File: src/design/rrtss_pkg.sv
package rrtss_pkg;

  localparam int NUM_SLOTS_DEF = 8;
  localparam int CFG_W         = 4;
  localparam int REQ_W         = 2;
  localparam int TIME_W        = 32;
  localparam int DLY_W         = 16;
  localparam int LEN_W         = 15;
  localparam int SP_W          = 16;
  localparam int STATUS_W      = 2;
  localparam int SLOT_OUT_W    = 3;

  localparam logic [CFG_W-1:0] MAX_TASKS_RST = 4'd8;

  typedef enum logic [REQ_W-1:0] {
    REQ_ADD   = 2'd0,
    REQ_END   = 2'd1,
    REQ_DELAY = 2'd2,
    REQ_SCHED = 2'd3
  } req_t;

  typedef enum logic [STATUS_W-1:0] {
    STAT_OK       = 2'd0,
    STAT_NO_FREE  = 2'd1,
    STAT_NO_READY = 2'd2
  } status_t;

  typedef enum logic [1:0] {
    S_IDLE,
    S_DISPATCH,
    S_SCAN,
    S_RESULT
  } state_t;

  typedef struct packed {
    logic capture;
    logic dispatch;
    logic scan;
    logic commit_echo;
    logic commit_scan;
    logic emit;
  } dp_cmd_t;

  typedef struct packed {
    req_t req;
    logic cancel;
    logic hit;
    logic exhausted;
    logic out_free;
  } dp_stat_t;

endpackage

File: src/design/rrtss_dp.sv
module rrtss_dp
  import rrtss_pkg::*;
#(
  parameter int NUM_SLOTS = NUM_SLOTS_DEF
) (
  input  logic                    clk,
  input  logic                    rst_n,
  input  dp_cmd_t                 cmd,
  output dp_stat_t                stat,
  input  logic                    cfg_wr_en,
  input  logic [CFG_W-1:0]        cfg_wr_data,
  input  logic [REQ_W-1:0]        in_req_type,
  input  logic [TIME_W-1:0]       in_now_ms,
  input  logic signed [DLY_W-1:0] in_delay_ms,
  input  logic [SP_W-1:0]         in_stack_ptr,
  input  logic                    out_ready,
  output logic                    out_valid,
  output logic [STATUS_W-1:0]     out_status,
  output logic [SLOT_OUT_W-1:0]   out_slot,
  output logic [SP_W-1:0]         out_stack_ptr_out
);

  localparam int SLOT_W = $clog2(NUM_SLOTS);
  localparam int CMP_W  = ((SLOT_W > CFG_W) ? SLOT_W : CFG_W) + 1;

  // config and control state
  logic [CFG_W-1:0]     max_tasks_r;
  logic [NUM_SLOTS-1:0] used_r, used_nxt;
  logic [NUM_SLOTS-1:0] active_r, active_nxt;
  logic [SLOT_W-1:0]    cur_r, cur_nxt;
  logic                 out_valid_r;
  logic                 eval_valid_r;

  // captured transaction
  req_t                    req_r;
  logic [TIME_W-1:0]       now_r;
  logic signed [DLY_W-1:0] dly_r;
  logic [SP_W-1:0]         sp_r;

  // scan pipeline
  logic [SLOT_W-1:0] ai_r;
  logic [CMP_W-1:0]  issue_cnt_r;
  logic [SLOT_W-1:0] eval_idx_r;
  logic              eval_last_r;

  // slot memories
  logic [TIME_W-1:0] start_mem [NUM_SLOTS];
  logic [LEN_W-1:0]  len_mem   [NUM_SLOTS];
  logic [SP_W-1:0]   sp_mem    [NUM_SLOTS];
  logic [TIME_W-1:0] rd_start_r;
  logic [LEN_W-1:0]  rd_len_r;
  logic [SP_W-1:0]   rd_sp_r;

  // pending result and output register
  status_t           res_status_r;
  logic [SLOT_W-1:0] res_slot_r;
  logic [SP_W-1:0]   res_sp_r;
  status_t           out_status_r;
  logic [SLOT_W-1:0] out_slot_r;
  logic [SP_W-1:0]   out_sp_r;

  logic [CMP_W-1:0]  cnt;
  logic [CMP_W-1:0]  ai_plus, cur_plus;
  logic [SLOT_W-1:0] ai_wrap, scan_start;
  logic              issue_more, issue;
  logic              cancel, is_add;
  logic              used_at, act_at, expired, hit;
  logic [TIME_W-1:0] elapsed;
  logic              dly_we, sp_we;
  logic [SLOT_W-1:0] sp_waddr;

  // effective slot count: 0 acts as 1, clamp at NUM_SLOTS
  always_comb begin
    if (max_tasks_r == '0) begin
      cnt = CMP_W'(1);
    end else if (CMP_W'(max_tasks_r) > CMP_W'(NUM_SLOTS)) begin
      cnt = CMP_W'(NUM_SLOTS);
    end else begin
      cnt = CMP_W'(max_tasks_r);
    end
  end

  assign ai_plus    = CMP_W'(ai_r) + CMP_W'(1);
  assign ai_wrap    = (ai_plus >= cnt) ? '0 : ai_plus[SLOT_W-1:0];
  assign cur_plus   = CMP_W'(cur_r) + CMP_W'(1);
  assign is_add     = (req_r == REQ_ADD);
  assign scan_start = (is_add || cur_plus >= cnt) ? '0 : cur_plus[SLOT_W-1:0];
  assign issue_more = (issue_cnt_r < cnt);
  assign issue      = cmd.scan && issue_more;
  assign cancel     = (dly_r <= 0);

  // readiness of the slot in the evaluate stage
  assign used_at = used_r[eval_idx_r];
  assign act_at  = active_r[eval_idx_r];
  assign elapsed = now_r - rd_start_r;
  assign expired = (elapsed > TIME_W'(rd_len_r));
  assign hit     = eval_valid_r &&
                   (is_add ? !used_at : (used_at && (!act_at || expired)));

  assign stat.req       = req_r;
  assign stat.cancel    = cancel;
  assign stat.hit       = hit;
  assign stat.exhausted = eval_valid_r && eval_last_r && !hit;
  assign stat.out_free  = !out_valid_r || out_ready;

  // memory write controls
  assign dly_we   = cmd.dispatch && (req_r == REQ_DELAY) && !cancel;
  assign sp_we    = (cmd.dispatch && !is_add && !((req_r == REQ_DELAY) && cancel)) ||
                    (cmd.commit_scan && hit && is_add);
  assign sp_waddr = cmd.dispatch ? cur_r : eval_idx_r;

  always_comb begin
    used_nxt   = used_r;
    active_nxt = active_r;
    cur_nxt    = cur_r;
    if (cmd.dispatch) begin
      if (req_r == REQ_END) begin
        used_nxt[cur_r] = 1'b0;
      end
      if (req_r == REQ_DELAY) begin
        active_nxt[cur_r] = !cancel;
      end
    end
    if (cmd.commit_scan && hit) begin
      active_nxt[eval_idx_r] = 1'b0;
      if (is_add) begin
        used_nxt[eval_idx_r] = 1'b1;
      end else begin
        cur_nxt = eval_idx_r;
      end
    end
  end

  always_ff @(posedge clk) begin
    if (!rst_n) begin
      max_tasks_r  <= MAX_TASKS_RST;
      used_r       <= '0;
      active_r     <= '0;
      cur_r        <= '0;
      out_valid_r  <= 1'b0;
      eval_valid_r <= 1'b0;
    end else begin
      if (cfg_wr_en) begin
        max_tasks_r <= cfg_wr_data;
      end
      used_r       <= used_nxt;
      active_r     <= active_nxt;
      cur_r        <= cur_nxt;
      eval_valid_r <= issue;
      if (cmd.emit) begin
        out_valid_r <= 1'b1;
      end else if (out_ready) begin
        out_valid_r <= 1'b0;
      end
    end
  end

  // payload registers
  always_ff @(posedge clk) begin
    if (cmd.capture) begin
      req_r <= req_t'(in_req_type);
      now_r <= in_now_ms;
      dly_r <= in_delay_ms;
      sp_r  <= in_stack_ptr;
    end
    if (cmd.dispatch) begin
      ai_r        <= scan_start;
      issue_cnt_r <= '0;
    end else if (issue) begin
      ai_r        <= ai_wrap;
      issue_cnt_r <= issue_cnt_r + CMP_W'(1);
      eval_idx_r  <= ai_r;
      eval_last_r <= (issue_cnt_r == cnt - CMP_W'(1));
    end
    if (cmd.commit_echo) begin
      res_status_r <= STAT_OK;
      res_slot_r   <= cur_r;
      res_sp_r     <= sp_r;
    end else if (cmd.commit_scan) begin
      if (hit) begin
        res_status_r <= STAT_OK;
        res_slot_r   <= eval_idx_r;
        res_sp_r     <= is_add ? sp_r : rd_sp_r;
      end else begin
        res_status_r <= is_add ? STAT_NO_FREE : STAT_NO_READY;
        res_slot_r   <= cur_r;
        res_sp_r     <= sp_r;
      end
    end
    if (cmd.emit) begin
      out_status_r <= res_status_r;
      out_slot_r   <= res_slot_r;
      out_sp_r     <= res_sp_r;
    end
  end

  // slot memories: one write port each, registered read at the scan address
  always_ff @(posedge clk) begin
    if (dly_we) begin
      start_mem[cur_r] <= now_r;
      len_mem[cur_r]   <= dly_r[LEN_W-1:0];
    end
    if (sp_we) begin
      sp_mem[sp_waddr] <= sp_r;
    end
    rd_start_r <= start_mem[ai_r];
    rd_len_r   <= len_mem[ai_r];
    rd_sp_r    <= sp_mem[ai_r];
  end

  assign out_valid         = out_valid_r;
  assign out_status        = out_status_r;
  assign out_slot          = SLOT_OUT_W'(out_slot_r);
  assign out_stack_ptr_out = out_sp_r;

endmodule

File: src/design/rrtss_ctrl.sv
module rrtss_ctrl
  import rrtss_pkg::*;
(
  input  logic     clk,
  input  logic     rst_n,
  input  logic     in_valid,
  output logic     in_ready,
  input  dp_stat_t stat,
  output dp_cmd_t  cmd
);

  state_t state_r, state_nxt;

  always_comb begin
    state_nxt = state_r;
    case (state_r)
      S_IDLE: begin
        if (in_valid) state_nxt = S_DISPATCH;
      end
      S_DISPATCH: begin
        if (stat.req == REQ_DELAY && stat.cancel) begin
          state_nxt = S_RESULT;
        end else begin
          state_nxt = S_SCAN;
        end
      end
      S_SCAN: begin
        if (stat.hit || stat.exhausted) state_nxt = S_RESULT;
      end
      S_RESULT: begin
        if (stat.out_free) state_nxt = S_IDLE;
      end
      default: state_nxt = S_IDLE;
    endcase
  end

  always_comb begin
    cmd      = '0;
    in_ready = 1'b0;
    case (state_r)
      S_IDLE: begin
        in_ready    = 1'b1;
        cmd.capture = in_valid;
      end
      S_DISPATCH: begin
        cmd.dispatch    = 1'b1;
        cmd.commit_echo = (stat.req == REQ_DELAY) && stat.cancel;
      end
      S_SCAN: begin
        cmd.scan        = 1'b1;
        cmd.commit_scan = stat.hit || stat.exhausted;
      end
      S_RESULT: begin
        cmd.emit = stat.out_free;
      end
      default: begin
        cmd = '0;
      end
    endcase
  end

  always_ff @(posedge clk) begin
    if (!rst_n) begin
      state_r <= S_IDLE;
    end else begin
      state_r <= state_nxt;
    end
  end

endmodule

File: src/design/round_robin_task_slot_scheduler_unit.sv
// Round-robin task-slot scheduler. Each transaction is one request (add task,
// end current task, delay current task, schedule) and yields exactly one
// result: status, slot and the stack pointer to resume. Requests are handled
// one at a time: accept, a dispatch state, then a scan that visits one slot
// per cycle through the slot memories (registered read, so the last slot is
// judged in the cycle after it is addressed), then a result state that hands
// the result to the output register once it is free. A schedule, end or
// positive delay scans up to count slots (count = max_tasks clamped to
// 1..NUM_SLOTS), stopping early when a ready slot is found; an add scans
// from slot 0 and stops at the first free slot; a zero or negative delay
// finishes after dispatch. The output register lets the next transaction
// be accepted while a result is still waiting. max_tasks is written through
// cfg_wr_en/cfg_wr_data and must only change while the block is idle. Slot
// stack pointers and delay times live in memories with no reset; they are
// only read after being written.
module round_robin_task_slot_scheduler_unit
  import rrtss_pkg::*;
#(
  parameter int NUM_SLOTS = NUM_SLOTS_DEF
) (
  input  logic                    clk,
  input  logic                    rst_n,
  // request channel
  input  logic                    in_valid,
  output logic                    in_ready,
  input  logic [REQ_W-1:0]        in_req_type,
  input  logic [TIME_W-1:0]       in_now_ms,
  input  logic signed [DLY_W-1:0] in_delay_ms,
  input  logic [SP_W-1:0]         in_stack_ptr,
  // result channel
  output logic                    out_valid,
  input  logic                    out_ready,
  output logic [STATUS_W-1:0]     out_status,
  output logic [SLOT_OUT_W-1:0]   out_slot,
  output logic [SP_W-1:0]         out_stack_ptr_out,
  // config: max_tasks
  input  logic                    cfg_wr_en,
  input  logic [CFG_W-1:0]        cfg_wr_data
);

  dp_cmd_t  cmd;
  dp_stat_t stat;

  // sequencing: idle -> dispatch -> scan -> result (a cancelled delay skips the scan)
  rrtss_ctrl u_ctrl (
    .clk      (clk),
    .rst_n    (rst_n),
    .in_valid (in_valid),
    .in_ready (in_ready),
    .stat     (stat),
    .cmd      (cmd)
  );

  // slot flags, slot memories, scan pipeline and output register
  rrtss_dp #(
    .NUM_SLOTS (NUM_SLOTS)
  ) u_dp (
    .clk               (clk),
    .rst_n             (rst_n),
    .cmd               (cmd),
    .stat              (stat),
    .cfg_wr_en         (cfg_wr_en),
    .cfg_wr_data       (cfg_wr_data),
    .in_req_type       (in_req_type),
    .in_now_ms         (in_now_ms),
    .in_delay_ms       (in_delay_ms),
    .in_stack_ptr      (in_stack_ptr),
    .out_ready         (out_ready),
    .out_valid         (out_valid),
    .out_status        (out_status),
    .out_slot          (out_slot),
    .out_stack_ptr_out (out_stack_ptr_out)
  );

endmodule

File: config.mk
export PLATFORM = sky130hd
export DESIGN_NAME = round_robin_task_slot_scheduler_unit
export DESIGN_NICKNAME = d
export VERILOG_FILES = /design/src/design/rrtss_pkg.sv /design/src/design/rrtss_dp.sv /design/src/design/rrtss_ctrl.sv /design/src/design/round_robin_task_slot_scheduler_unit.sv
export SDC_FILE = /design/constraint.sdc
export NUM_CORES = 1
export LEC_CHECK = 0
export BUFFER_PORTS_ARGS = -buffer_cell sky130_fd_sc_hd__clkbuf_2
export CAP_MARGIN = 10
export CORE_ASPECT_RATIO = 0.9
export CORE_MARGIN = 4
export CORE_UTILIZATION = 35
export DETAILED_ROUTE_END_ITERATION = 12
export GPL_TIMING_DRIVEN = 0
export PLACE_DENSITY = 0.6
export RECOVER_POWER = 50
export SLEW_MARGIN = 10
export SYNTH_ARGS = -nofsm -noshare
export SYNTH_HDL_FRONTEND = slang
export SYNTH_SLANG_ARGS = --single-unit
File: constraint.sdc
create_clock -name clk -period 10.4 [get_ports clk]
set_input_delay 2.6 -clock clk [delete_from_list [all_inputs] [get_ports clk]]
set_output_delay 2.6 -clock clk [all_outputs]
set_load 0.05 [all_outputs]
# Word level (Yosys, flattened, before mapping)
# Memory sizes are Yosys's and may differ from the RTL's. A register that Yosys moved wholly into a read port is not among the register bits.
# Index checks and enable logic that the tools add are counted.
[totals]
ram_bits = 504
input_bits = 75
register_bits = 147
output_inout_bits = 23
n_memories = 3
word_cells = 141
[op_classes]
n_lt_le_gt_ge = 10
muxes = 51
bitwise_logic = 7
eq_ne = 9
reduce_logical = 35
addsub = 5
[mem_list]
columns = ["name", "words", "width", "rd", "rd_clocked_by_memory_dff", "write_ports", "line_no", "text"]
rows = [
  ["u_dp.start_mem", 8, 32, 1, 1, 1, "rrtss_dp.sv:47", "logic [TIME_W-1:0] start_mem [NUM_SLOTS];"],
  ["u_dp.sp_mem", 8, 16, 1, 1, 1, "rrtss_dp.sv:49", "logic [SP_W-1:0] sp_mem [NUM_SLOTS];"],
  ["u_dp.len_mem", 8, 15, 1, 1, 1, "rrtss_dp.sv:48", "logic [LEN_W-1:0] len_mem [NUM_SLOTS];"],
]
[ops]
columns = ["op", "n"]
rows = [
  ["$mux 16", 4],
  ["$mux 8", 7],
  ["$gt 32x15->1", 1],
  ["$sub 32x32->32", 1],
  ["$mux 3", 8],
  ["$mux 1", 19],
  ["$and 8x8->8", 2],
  ["$le 16x1->1 const B", 1],
  ["$not 8->8", 2],
  ["$logic_and 1x1->1", 14],
  ["$ge 5x5->1", 2],
  ["$mux 2", 5],
  ["$add 3x1->4 const B", 2],
  ["$bwmux 8", 1],
  ["$lt 3x4->1 const B", 2],
  ["$or 8x8->8", 1],
  ["$pmux 2 s4", 1],
  ["$logic_not 1->1", 7],
  ["$bmux 1 s3", 2],
  ["$demux 1 s3", 2],
  ["$eq 2x2->1 const B", 3],
  ["$ge 3x1->1 const B", 2],
  ["$reduce_bool 2->1", 3],
  ["$add 5x1->5 const B", 1],
  ["other kinds (15)", 24],
]

# Depth between registers and ports, before layout
# Gate-level depths: netlist of run 1.
[logic_depth]
depth_word = 16
ltp_mapped = 22
ltp_nobuf = 21

# Modules after synthesis
# A second synthesis of run 1 with hierarchy kept.
[unflattened]
hier_cells = 1630
hier_area_um2 = 28811.4
[by_module_without_submodules]
columns = ["mod", "area_per_inst_um2", "cells_each", "n_inst"]
rows = [
  ["rrtss_dp", 28583.7, 1606, 1],
  ["rrtss_ctrl", 227.7, 24, 1],
]

# Worst setup path before layout of run 1
# No wires, ideal clock.
[synth_timing]
kind = "register -> register"
startpoint = "register u_ctrl.state_r[1]"
endpoint = "register u_dp.active_r[1]"
arrival_time_ps = 5016
setup_slack_ps = 5298
stages_incl_launch_ff = 8
setup_ps = 86
required_ps = 10314
period_less_slack_ps = 5102
n_path_buf = 1
path_cell_list = "dfxtp_1 -> inv_1 -> ha_1 -> clkbuf_1 -> nand4b_1 -> nor3_1 -> o21ai_0 -> a31oi_1"
[synth_between]
elab_chain_cells = 5
[synth_lines]
columns = ["element", "line_no", "text"]
rows = [
  ["start, declared", "rrtss_ctrl.sv:12", "state_t state_r, state_nxt;"],
  ["start signal, assigned", "rrtss_ctrl.sv:66", "state_r <= state_nxt;"],
  ["$eq 2x1->1", "rrtss_ctrl.sv:40", "case (state_r)"],
  ["$mux 1", "rrtss_ctrl.sv:40", ""],
  ["$mux 8", "rrtss_dp.sv:116", "if (cmd.dispatch) begin"],
  ["$and 8x8->8 (no source line)", "-", ""],
  ["$mux 8 *", "rrtss_dp.sv:124", "if (cmd.commit_scan && hit) begin"],
  ["end signal, assigned", "rrtss_dp.sv:147", "active_r <= active_nxt;"],
  ["end, declared", "rrtss_dp.sv:29", "logic [NUM_SLOTS-1:0] active_r, active_nxt;"],
]
# Mark *: on every way between the ends. The rest lies on a longest branch, timed or not.
# A chain may end at the register's enable or synchronous reset.

# Worst setup path after layout of run 1
[layout_timing]
startpoint = "register u_dp.now_r[0]"
endpoint = "register u_dp.res_sp_r[4] (enable)"
[layout_between]
elab_chain_cells = 11
[layout_lines]
columns = ["element", "line_no", "text"]
rows = [
  ["start, declared", "rrtss_dp.sv:36", "logic [TIME_W-1:0] now_r;"],
  ["start signal, assigned", "rrtss_dp.sv:162", "now_r <= in_now_ms;"],
  ["$sub 32x32->32 *", "rrtss_dp.sv:95", "assign elapsed = now_r - rd_start_r;"],
  ["$gt 32x15->1 *", "rrtss_dp.sv:96", "assign expired = (elapsed > TIME_W'(rd_len_r));"],
  ["$logic_or 1x1->1 *", "rrtss_dp.sv:98", "(is_add ? !used_at : (used_at && (!act_at || expired)));"],
  ["$logic_and 1x1->1 *", "rrtss_dp.sv:98", ""],
  ["$mux 1 *", "rrtss_dp.sv:98", ""],
  ["$logic_and 1x1->1 *", "rrtss_dp.sv:97", "assign hit = eval_valid_r &&"],
  ["$logic_not 1->1", "rrtss_dp.sv:103", "assign stat.exhausted = eval_valid_r && eval_last_r && !hit;"],
  ["$logic_and 1x1->1", "rrtss_dp.sv:103", ""],
  ["$logic_or 1x1->1 *", "rrtss_ctrl.sv:51", "cmd.commit_scan = stat.hit || stat.exhausted;"],
  ["$mux 1 *", "rrtss_ctrl.sv:40", ""],
  ["$reduce_bool 2->1 (no source line) *", "-", ""],
  ["end signal, assigned", "rrtss_dp.sv:178", "res_sp_r <= sp_r;"],
  ["end signal, assigned", "rrtss_dp.sv:183", "res_sp_r <= is_add ? sp_r : rd_sp_r;"],
  ["end signal, assigned", "rrtss_dp.sv:187", "res_sp_r <= sp_r;"],
  ["end, declared", "rrtss_dp.sv:57", "logic [SP_W-1:0] res_sp_r;"],
]
# Marked as above.

==> results of run 1 <==
## how the worst max path moves through the flow
| stage | from | endpoint | cells past startpoint |
|---|---|---|---|
| after floorplan | u_ctrl.state_r[1]$_SDFFE_PN0P_ | u_dp.active_r[1]$_SDFF_PN0_ | 7 |
| after CTS | u_dp.now_r[0]$_DFFE_PP_ | u_dp.res_sp_r[4]$_DFFE_PP_ | 19 |
| after global routing | u_dp.now_r[0]$_DFFE_PP_ | u_dp.res_sp_r[4]$_DFFE_PP_ | 20 |
| after detailed placement | u_dp.now_r[0]$_DFFE_PP_ | u_dp.res_sp_r[0]$_DFFE_PP_ | 19 |
| final | u_dp.now_r[0]$_DFFE_PP_ | u_dp.res_sp_r[4]$_DFFE_PP_ | 19 |
| after global placement | u_dp.dly_r[14]$_DFFE_PP_ | u_dp.active_r[1]$_SDFF_PN0_ | 6 |
## logic make-up (layout without fill, tap and decap cells)
kind of cell / count (synthesis) / after routing / synth area share (%)
fa+ha+maj: 67 / 67 / 2.92
flops: 714 / 714 / 70.7
mux: 218 / 218 / 13.5
simple gates: 277 / 277 / 4.85
compound gates: 222 / 222 / 5.29
xor+xnor: 29 / 29 / 0.878
buf+inv: 135 / 409 / 1.84
## routing by layer
metal  up-vias  track usage [%]  share of wire, %
li1       7018                -                 -
met1      7966             20.4                45
met2       417             24.7                48
met3       127             2.89               5.1
met4         0             4.58               2.6
met5         -                0                 0
## cell usage in the layout, fill, tap and decap left out, drive strengths merged, types with 8 or more instances in the layout
cell	count
edfxtp	617
clkbuf	242
mux4	126
dfxtp	97
mux2	82
nand2	67
ha	66
nor2	66
inv	64
buf	62
a21oi	54
o21ai	50
clkinv	29
nor3	22
nand3	21
xnor2	21
nand4	20
nand2b	17
a21o	16
o21a	16
nor2b	15
o211ai	12
a31oi	12
mux2i	10
or3	9
xor2	8
## sequential cells by signal, summed over array words and instances, names as in the netlist, 5 cells and up
name                    cells
u_dp.active_r               8
u_dp.dly_r                 16
u_dp.issue_cnt_r            5
u_dp.len_mem              120
u_dp.now_r                 32
u_dp.out_stack_ptr_out     16
u_dp.rd_len_r              15
u_dp.rd_sp_r               16
u_dp.rd_start_r            32
u_dp.res_sp_r              16
u_dp.sp_mem               128
u_dp.sp_r                  16
u_dp.start_mem            256
u_dp.used_r                 8
## area by class of cell
cell class / count / area [µm²] / share of cell area, %
plain buffers: 72 / 297 / 0.872
clock buffers: 100 / 2180 / 6.40
clock inverters: 42 / 464 / 1.36
inverters: 63 / 236 / 0.695
multi-input cells: 813 / 7990 / 23.5
flip-flops and latches: 714 / 20500 / 60.2
well taps: 1060 / 1330 / 3.90
repair buffers: 132 / 1060 / 3.11
## power breakdown
group	internal, mW	total [mW]	switching (mW)
Clock	1.66	2.79	1.12
Combinational	1.26	2.89	1.63
Sequential	3.52	3.72	0.207
Total	6.44	9.39	2.95
## worst reg2reg max path: stages (launching register included)
cell	delay (ns)
edfxtp_1	0.56
inv_1	0.11
ha_1	0.23
fa_1	0.47
nor2b_1	0.18
o21bai_1	0.18
a211oi_2	0.44
nor2_1	0.18
xnor2_1	0.22
ha_1	0.28
o21a_1	0.20
o21a_1	0.16
o32ai_1	0.13
a41o_1	0.16
o211ai_1	0.11
a211oi_1	0.45
nand4_2	0.27
nor3_1	0.20
a21o_1	0.17
nand2_1	0.58
==> metrics.csv, run 1 <==
stage,metric,value,unit
floorplan,I/O pins,98,
worst_setup_path,"Max stage delay cell, worst path",nand2_1,
timing,RSZ-0062 raised after global routing,no,
yosys,Main synth FF type,edfxtp_1,
worst_setup_path,Crit Reg-Reg Endpoint,u_dp.res_sp_r[4]$_DFFE_PP_,
yosys,Cell variety after synth,87,
timing,"Slew Viols, Final",42,
floorplan,core area,81500,µm²
detailed_routing,Total Wirelength,65800,µm
timing,WHS,0.408,ns
global_routing,vias in the first global route,16161,
global_routing,pin count of the biggest net entering global routing,37,
cells_and_area,post-route design area,34000,µm²
timing,setup TNS,0,ns
place,hpwl dp,44800,µm
min_path,worst hold path class,flop to flop,
clock_network,Worst-path clk slew,0.06,ns
place,Post-Place Setup Slack,4.57,ns
yosys,cell count after synthesis,1662,
flow_run,max_cap viols,2,
cells_and_area,share of cells above drive strength 1,26.1,%
detailed_routing,initial DRC count,1333,
yosys,Syn Nets,1804,
outcome,outcome,finished with violations,
power_and_ir_drop,Peak VDD IR,0.117,mV
place,# port buffers,96,
floorplan,initial core utilization,35.5,%
worst_setup_path,worst reg2reg path depth,19,
power_and_ir_drop,Pwr Total,9.39,mW
clock_network,Num CTS Buffers,77,
yosys,syn avg cell area,17.4,µm²
yosys,Post-synth EDFFs,617,
min_path,Hold Path Depth,0,
timing,final setup vio count,0,
worst_setup_path,worst endpoint data arrival time,5.92,ns
outcome,failing checks,"max-capacitance violations, max-slew violations",
cells_and_area,fin cells,2996,
global_routing,first-pass GRT wire length,100000,µm
worst_setup_path,kind of critical path,flop to flop,
floorplan,Die Area,87300,µm²
clock_network,Clock Latency Late Sink,0.62,ns
power_and_ir_drop,P_leak,11.5,nW
yosys,most frequent cell after synthesis,edfxtp_1,
cells_and_area,Syn-to-layout area delta,17.6,%
floorplan,std cell rows,99,
yosys,sequential share of the synthesized area,70.7,%
clock_network,Resize count post-CTS,0,
timing,"Min Clock Period, post-route",5.80,ns
global_routing,total gr overflow,0,
timing,Final Cycle Share,55.7,%
clock_network,htree depth,3,
worst_setup_path,Worst Path Required,10.53,ns
detailed_routing,Vias per Instance,5.18,
worst_setup_path,Critical Path Fanout Max,19,
yosys,Area contributors post-synth,"edfxtp_1, mux4_2, dfxtp_1, ha_1, mux2_2",
worst_setup_path,"slowest stage delay, CP",0.58,ns
place,Post-Place Cells,2854,
cells_and_area,ant diodes,0,
worst_setup_path,cell family with most CP delay,compound AO/OA/AOI/OAI gates,
place,DP Area,31400,µm²
detailed_routing,Routed wire per std cell,22.0,µm
yosys,top post-synthesis cells by count,"edfxtp_1, mux4_2, dfxtp_1",
clock_network,hold buffers post-CTS,0,
floorplan,Die Height,281,µm
global_routing,GRT Total Usage,15.0,%
worst_setup_path,CP startpoint kind,flop,
detailed_routing,Post-DRT Antenna Nets,0,
timing,final worst-path setup slack,4.60,ns
yosys,Synth top area share,64.0,%
cells_and_area,# nets final,2015,
clock_network,TritonCTS clock tree,done,
floorplan,chip width,311,µm
worst_setup_path,"Buf+Inv Stages, Crit Path",1,
cells_and_area,fin util,41.7,%
worst_setup_path,critical-path cell list,inv_1 -> ha_1 -> fa_1 -> nor2b_1 -> o21bai_1 -> a211oi_2 -> nor2_1 -> xnor2_1 -> ha_1 -> o21a_1 -> o21a_1 -> o32ai_1 -> a41o_1 -> o211ai_1 -> a211oi_1 -> nand4_2 -> nor3_1 -> a21o_1 -> nand2_1,
clock_network,clk root buf,clkbuf_16,
clock_network,clock tree buffer depth,3,
yosys,async set-reset flop share out of synthesis,0,%
worst_setup_path,worst flop-to-flop path startpoint,u_dp.now_r[0]$_DFFE_PP_,
timing,skew final,0.0288,ns
power_and_ir_drop,power per cell area,276,nW/µm²
yosys,"Cell Area, Synth",28900,µm²
detailed_routing,drt pass-1 iters,5,
clock_network,setup repair bufs after CTS,0,
yosys,#FFs+latches synth,714,
yosys,Yosys top cell by area,edfxtp_1,
place,gpl congestion,0.861,
cells_and_area,Filler cells,7280,
global_routing,antenna violations before repair,0,
timing,Fin. Hold Viols,0,
worst_setup_path,slack of the worst reg-to-reg path,4.60,ns
clock_network,clk sink count,714,
yosys,Yosys warning count,0,
min_path,Worst Hold End,u_dp.out_stack_ptr_out[6]$_DFFE_PP_,
timing,Slew headroom,-62.7,%
timing,worst slew pin tran,2.44,ns
detailed_routing,DRC,0,
worst_setup_path,Crit. End Element,flop,
min_path,Hold Path Origin,u_dp.res_sp_r[6]$_DFFE_PP_,
timing,maximum clock rate,0.173,GHz
detailed_routing,vias,15528,
(Power assumes the default switching activity.)
==> inputs of run 2 (changes only) <==
--- a/config.mk
+++ b/config.mk
@@ -5,6 +5,7 @@
 export SDC_FILE = /design/constraint.sdc
 export NUM_CORES = 1
 export LEC_CHECK = 0
+export ABC_AREA = 1
 export BUFFER_PORTS_ARGS = -buffer_cell sky130_fd_sc_hd__clkbuf_2
 export CAP_MARGIN = 10
 export CORE_ASPECT_RATIO = 0.9
==> constraint.sdc (replaced) <==
create_clock -name clk -period 5.6 [get_ports clk]
set_input_delay 1.4 -clock clk [delete_from_list [all_inputs] [get_ports clk]]
set_output_delay 1.4 -clock clk [all_outputs]
set_load 0.05 [all_outputs]
==> run 2 against run 1 <==
  * The flow still finishes with violations (max-capacitance violations, max-slew violations)
  * Sequential share of layout area fell by 0.94 points
  * Via count rose by 26%
  * Flip-flop and latch count did not move
  * Clock-buffer cell count rose by 3
  * Sequential power rose by 88%
  * Critical path depth rose by 6
  * Hold slack improved by 0.0083 ns
  * Setup slack got worse by 3.9 ns
  * Routed wire length rose by 12%
  * Core utilization fell by 0.74 points
  * Total power rose by 95%
  * Clock skew fell by 0.0033 ns
==> metrics.csv, run 2 <==
stage,metric,value,unit
outcome,outcome,finished with violations,
outcome,failing checks,"max-capacitance violations, max-slew violations",
global_routing,vias in the first global route,18748,
yosys,async set-reset flop share out of synthesis,0,%
clock_network,setup repair bufs after CTS,0,
worst_setup_path,Worst Path Required,5.77,ns
timing,"Slew Viols, Final",69,
cells_and_area,ant diodes,0,
timing,"Min Clock Period, post-route",4.91,ns
timing,RSZ-0062 raised after global routing,no,
worst_setup_path,Crit. End Element,flop,
min_path,Hold Path Origin,u_dp.res_sp_r[7]$_DFFE_PP_,
floorplan,chip width,315,µm
cells_and_area,Filler cells,8024,
clock_network,hold buffers post-CTS,0,
cells_and_area,Largest register FFs,256,
floorplan,std cell rows,101,
cells_and_area,# nets final,3001,
yosys,most frequent cell after synthesis,edfxtp_1,
floorplan,Die Area,89600,µm²
worst_setup_path,Most Frequent Cell on Critical Path,nand2_1,
timing,Slew headroom,-42.0,%
global_routing,first-pass GRT wire length,112000,µm
cells_and_area,Syn-to-layout area delta,16.3,%
yosys,sequential share of the synthesized area,68.9,%
power_and_ir_drop,power per cell area,530,nW/µm²
yosys,Cell variety after synth,46,
clock_network,Worst-path clk slew,0.06,ns
timing,WHS,0.417,ns
yosys,syn avg cell area,11.2,µm²
timing,worst slew pin tran,2.13,ns
yosys,top post-synthesis cells by count,"edfxtp_1, nor2_1, nand2_1",
clock_network,Num CTS Buffers,73,
worst_setup_path,"slowest stage delay, CP",0.59,ns
clock_network,htree depth,3,
cells_and_area,Largest regs,"u_dp.start_mem x256, u_dp.sp_mem x128, u_dp.len_mem x120",
min_path,Hold Path Depth,0,
global_routing,pin count of the biggest net entering global routing,37,
yosys,"Cell Area, Synth",29700,µm²
timing,maximum clock rate,0.204,GHz
global_routing,total gr overflow,0,
worst_setup_path,"Max stage delay cell, worst path",edfxtp_1,
yosys,Main synth FF type,edfxtp_1,
global_routing,GRT Total Usage,16.2,%
place,hpwl dp,51600,µm
place,# port buffers,97,
timing,skew final,0.0255,ns
timing,final setup vio count,0,
detailed_routing,Routed wire per std cell,18.2,µm
clock_network,TritonCTS clock tree,done,
detailed_routing,Post-DRT Antenna Nets,0,
timing,Final Cycle Share,87.7,%
yosys,Yosys top cell by area,edfxtp_1,
place,gpl congestion,0.899,
cells_and_area,area of the multi-input gates,7920,µm²
clock_network,clk sink count,714,
yosys,Post-synth EDFFs,617,
power_and_ir_drop,P_leak,12.8,nW
floorplan,core area,84300,µm²
floorplan,I/O pins,98,
cells_and_area,storage element area,20500,µm²
clock_network,Clock Latency Late Sink,0.63,ns
worst_setup_path,worst endpoint data arrival time,5.08,ns
cells_and_area,most frequent cells in the layout,"edfxtp_1, nor2_1, nand2_1",
floorplan,initial core utilization,35.3,%
min_path,Worst Hold End,u_dp.out_stack_ptr_out[7]$_DFFE_PP_,
detailed_routing,Total Wirelength,73800,µm
yosys,Area contributors post-synth,"edfxtp_1, nor2_1, dfxtp_1, o21ai_0, nand2_1",
yosys,cell count after synthesis,2662,
min_path,worst hold path class,flop to flop,
detailed_routing,initial DRC count,1904,
cells_and_area,largest reg by FF count,u_dp.start_mem,
detailed_routing,drt pass-1 iters,5,
yosys,Synth top area share,62.4,%
detailed_routing,DRC,0,
detailed_routing,vias,19604,
clock_network,Resize count post-CTS,0,
worst_setup_path,CP startpoint kind,flop,
worst_setup_path,kind of critical path,flop to flop,
clock_network,clk root buf,clkbuf_16,
cells_and_area,post-route design area,34600,µm²
yosys,Syn Nets,2804,
worst_setup_path,worst flop-to-flop path startpoint,u_dp.now_r[0]$_DFFE_PP_,
place,DP Area,32200,µm²
yosys,Yosys warning count,0,
power_and_ir_drop,Peak VDD IR,0.240,mV
yosys,#FFs+latches synth,714,
worst_setup_path,Crit Reg-Reg Endpoint,u_dp.res_sp_r[9]$_DFFE_PP_,
flow_run,max_cap viols,2,
worst_setup_path,slack of the worst reg-to-reg path,0.69,ns
worst_setup_path,worst reg2reg path depth,25,
worst_setup_path,Critical Path Fanout Max,19,
clock_network,clock tree buffer depth,3,
cells_and_area,"commonest non-fill, non-tap cell in the layout",edfxtp_1,
floorplan,Die Height,284,µm
worst_setup_path,cell family with most CP delay,simple AND/OR/NAND/NOR gates,
cells_and_area,share of cells above drive strength 1,9.73,%
detailed_routing,Vias per Instance,4.84,
timing,Fin. Hold Viols,0,
global_routing,antenna violations before repair,0,
worst_setup_path,"Buf+Inv Stages, Crit Path",3,
## run 2: cell type report
| class | count | share of cell area [%] |
|---|---|---|
| clock buffers | 103 | 5.88 |
| inverters | 256 | 2.79 |
| repair buffers | 122 | 2.59 |
| clock inverters | 32 | 1.22 |
| well taps | 1133 | 4.10 |
| multi-input cells | 1585 | 22.9 |
| plain buffers | 107 | 1.27 |
| flip-flops and latches | 714 | 59.2 |
## run 2: how the worst max path moves through the flow
stage	startpoint	endpoint	slack, ns	depth (start not counted)
global placement	u_ctrl.state_r[1]$_SDFFE_PN0P_	u_dp.start_mem[6][18]$_DFFE_PP_	-1.03	8
finish	u_dp.now_r[0]$_DFFE_PP_	u_dp.res_sp_r[9]$_DFFE_PP_	0.69	25
CTS	u_dp.now_r[0]$_DFFE_PP_	u_dp.res_sp_r[9]$_DFFE_PP_	0.63	25
floorplan	u_dp.now_r[0]$_DFFE_PP_	u_dp.sp_mem[2][0]$_DFFE_PP_	1.47	27
detailed placement	u_dp.now_r[0]$_DFFE_PP_	u_dp.res_sp_r[12]$_DFFE_PP_	0.66	25
global route	u_dp.now_r[0]$_DFFE_PP_	u_dp.sp_mem[4][9]$_DFFE_PP_	0.31	28
## run 2: kinds of logic after synthesis
kind of cell	Yosys count	synth area share, %
fa+ha+maj	67	2.85
flops	714	68.9
simple gates	981	13.3
buf+inv	363	4.72
compound gates	518	9.66
xor+xnor	19	0.560
## run 2: metrics by stage
step	util [%]	worst slack [ns]	setup TNS [ns]	power [mW]	std cells
6_report	41.0	0.690	0	18.3	4052
5_1_grt	41.0	0.305	0	19.5	4052
4_1_cts	41.1	0.626	0	18.4	4052
3_5_place_dp	38.2	0.659	0	13.5	3917
3_3_place_gp	37.5	-1.03	-337.74	13.4	3892
2_1_floorplan	-	1.47	0	11.2	2662
## run 2: power by group
| group | internal [mW] | total [mW] | switching (mW) |
|---|---|---|---|
| combinational | 1.93 | 6.35 | 4.42 |
| sequential | 6.58 | 7.00 | 0.422 |
| clock | 2.90 | 4.97 | 2.07 |
| total | 11.4 | 18.3 | 6.91 |
## run 2: per-layer routing
metal	global-route usage (%)	up-vias	share of wire [%]
met5	0	-	0
met4	4.83	0	2.2
met3	2.29	100	5.6
met2	26.2	525	46
met1	22.6	9384	46
li1	-	9595	-
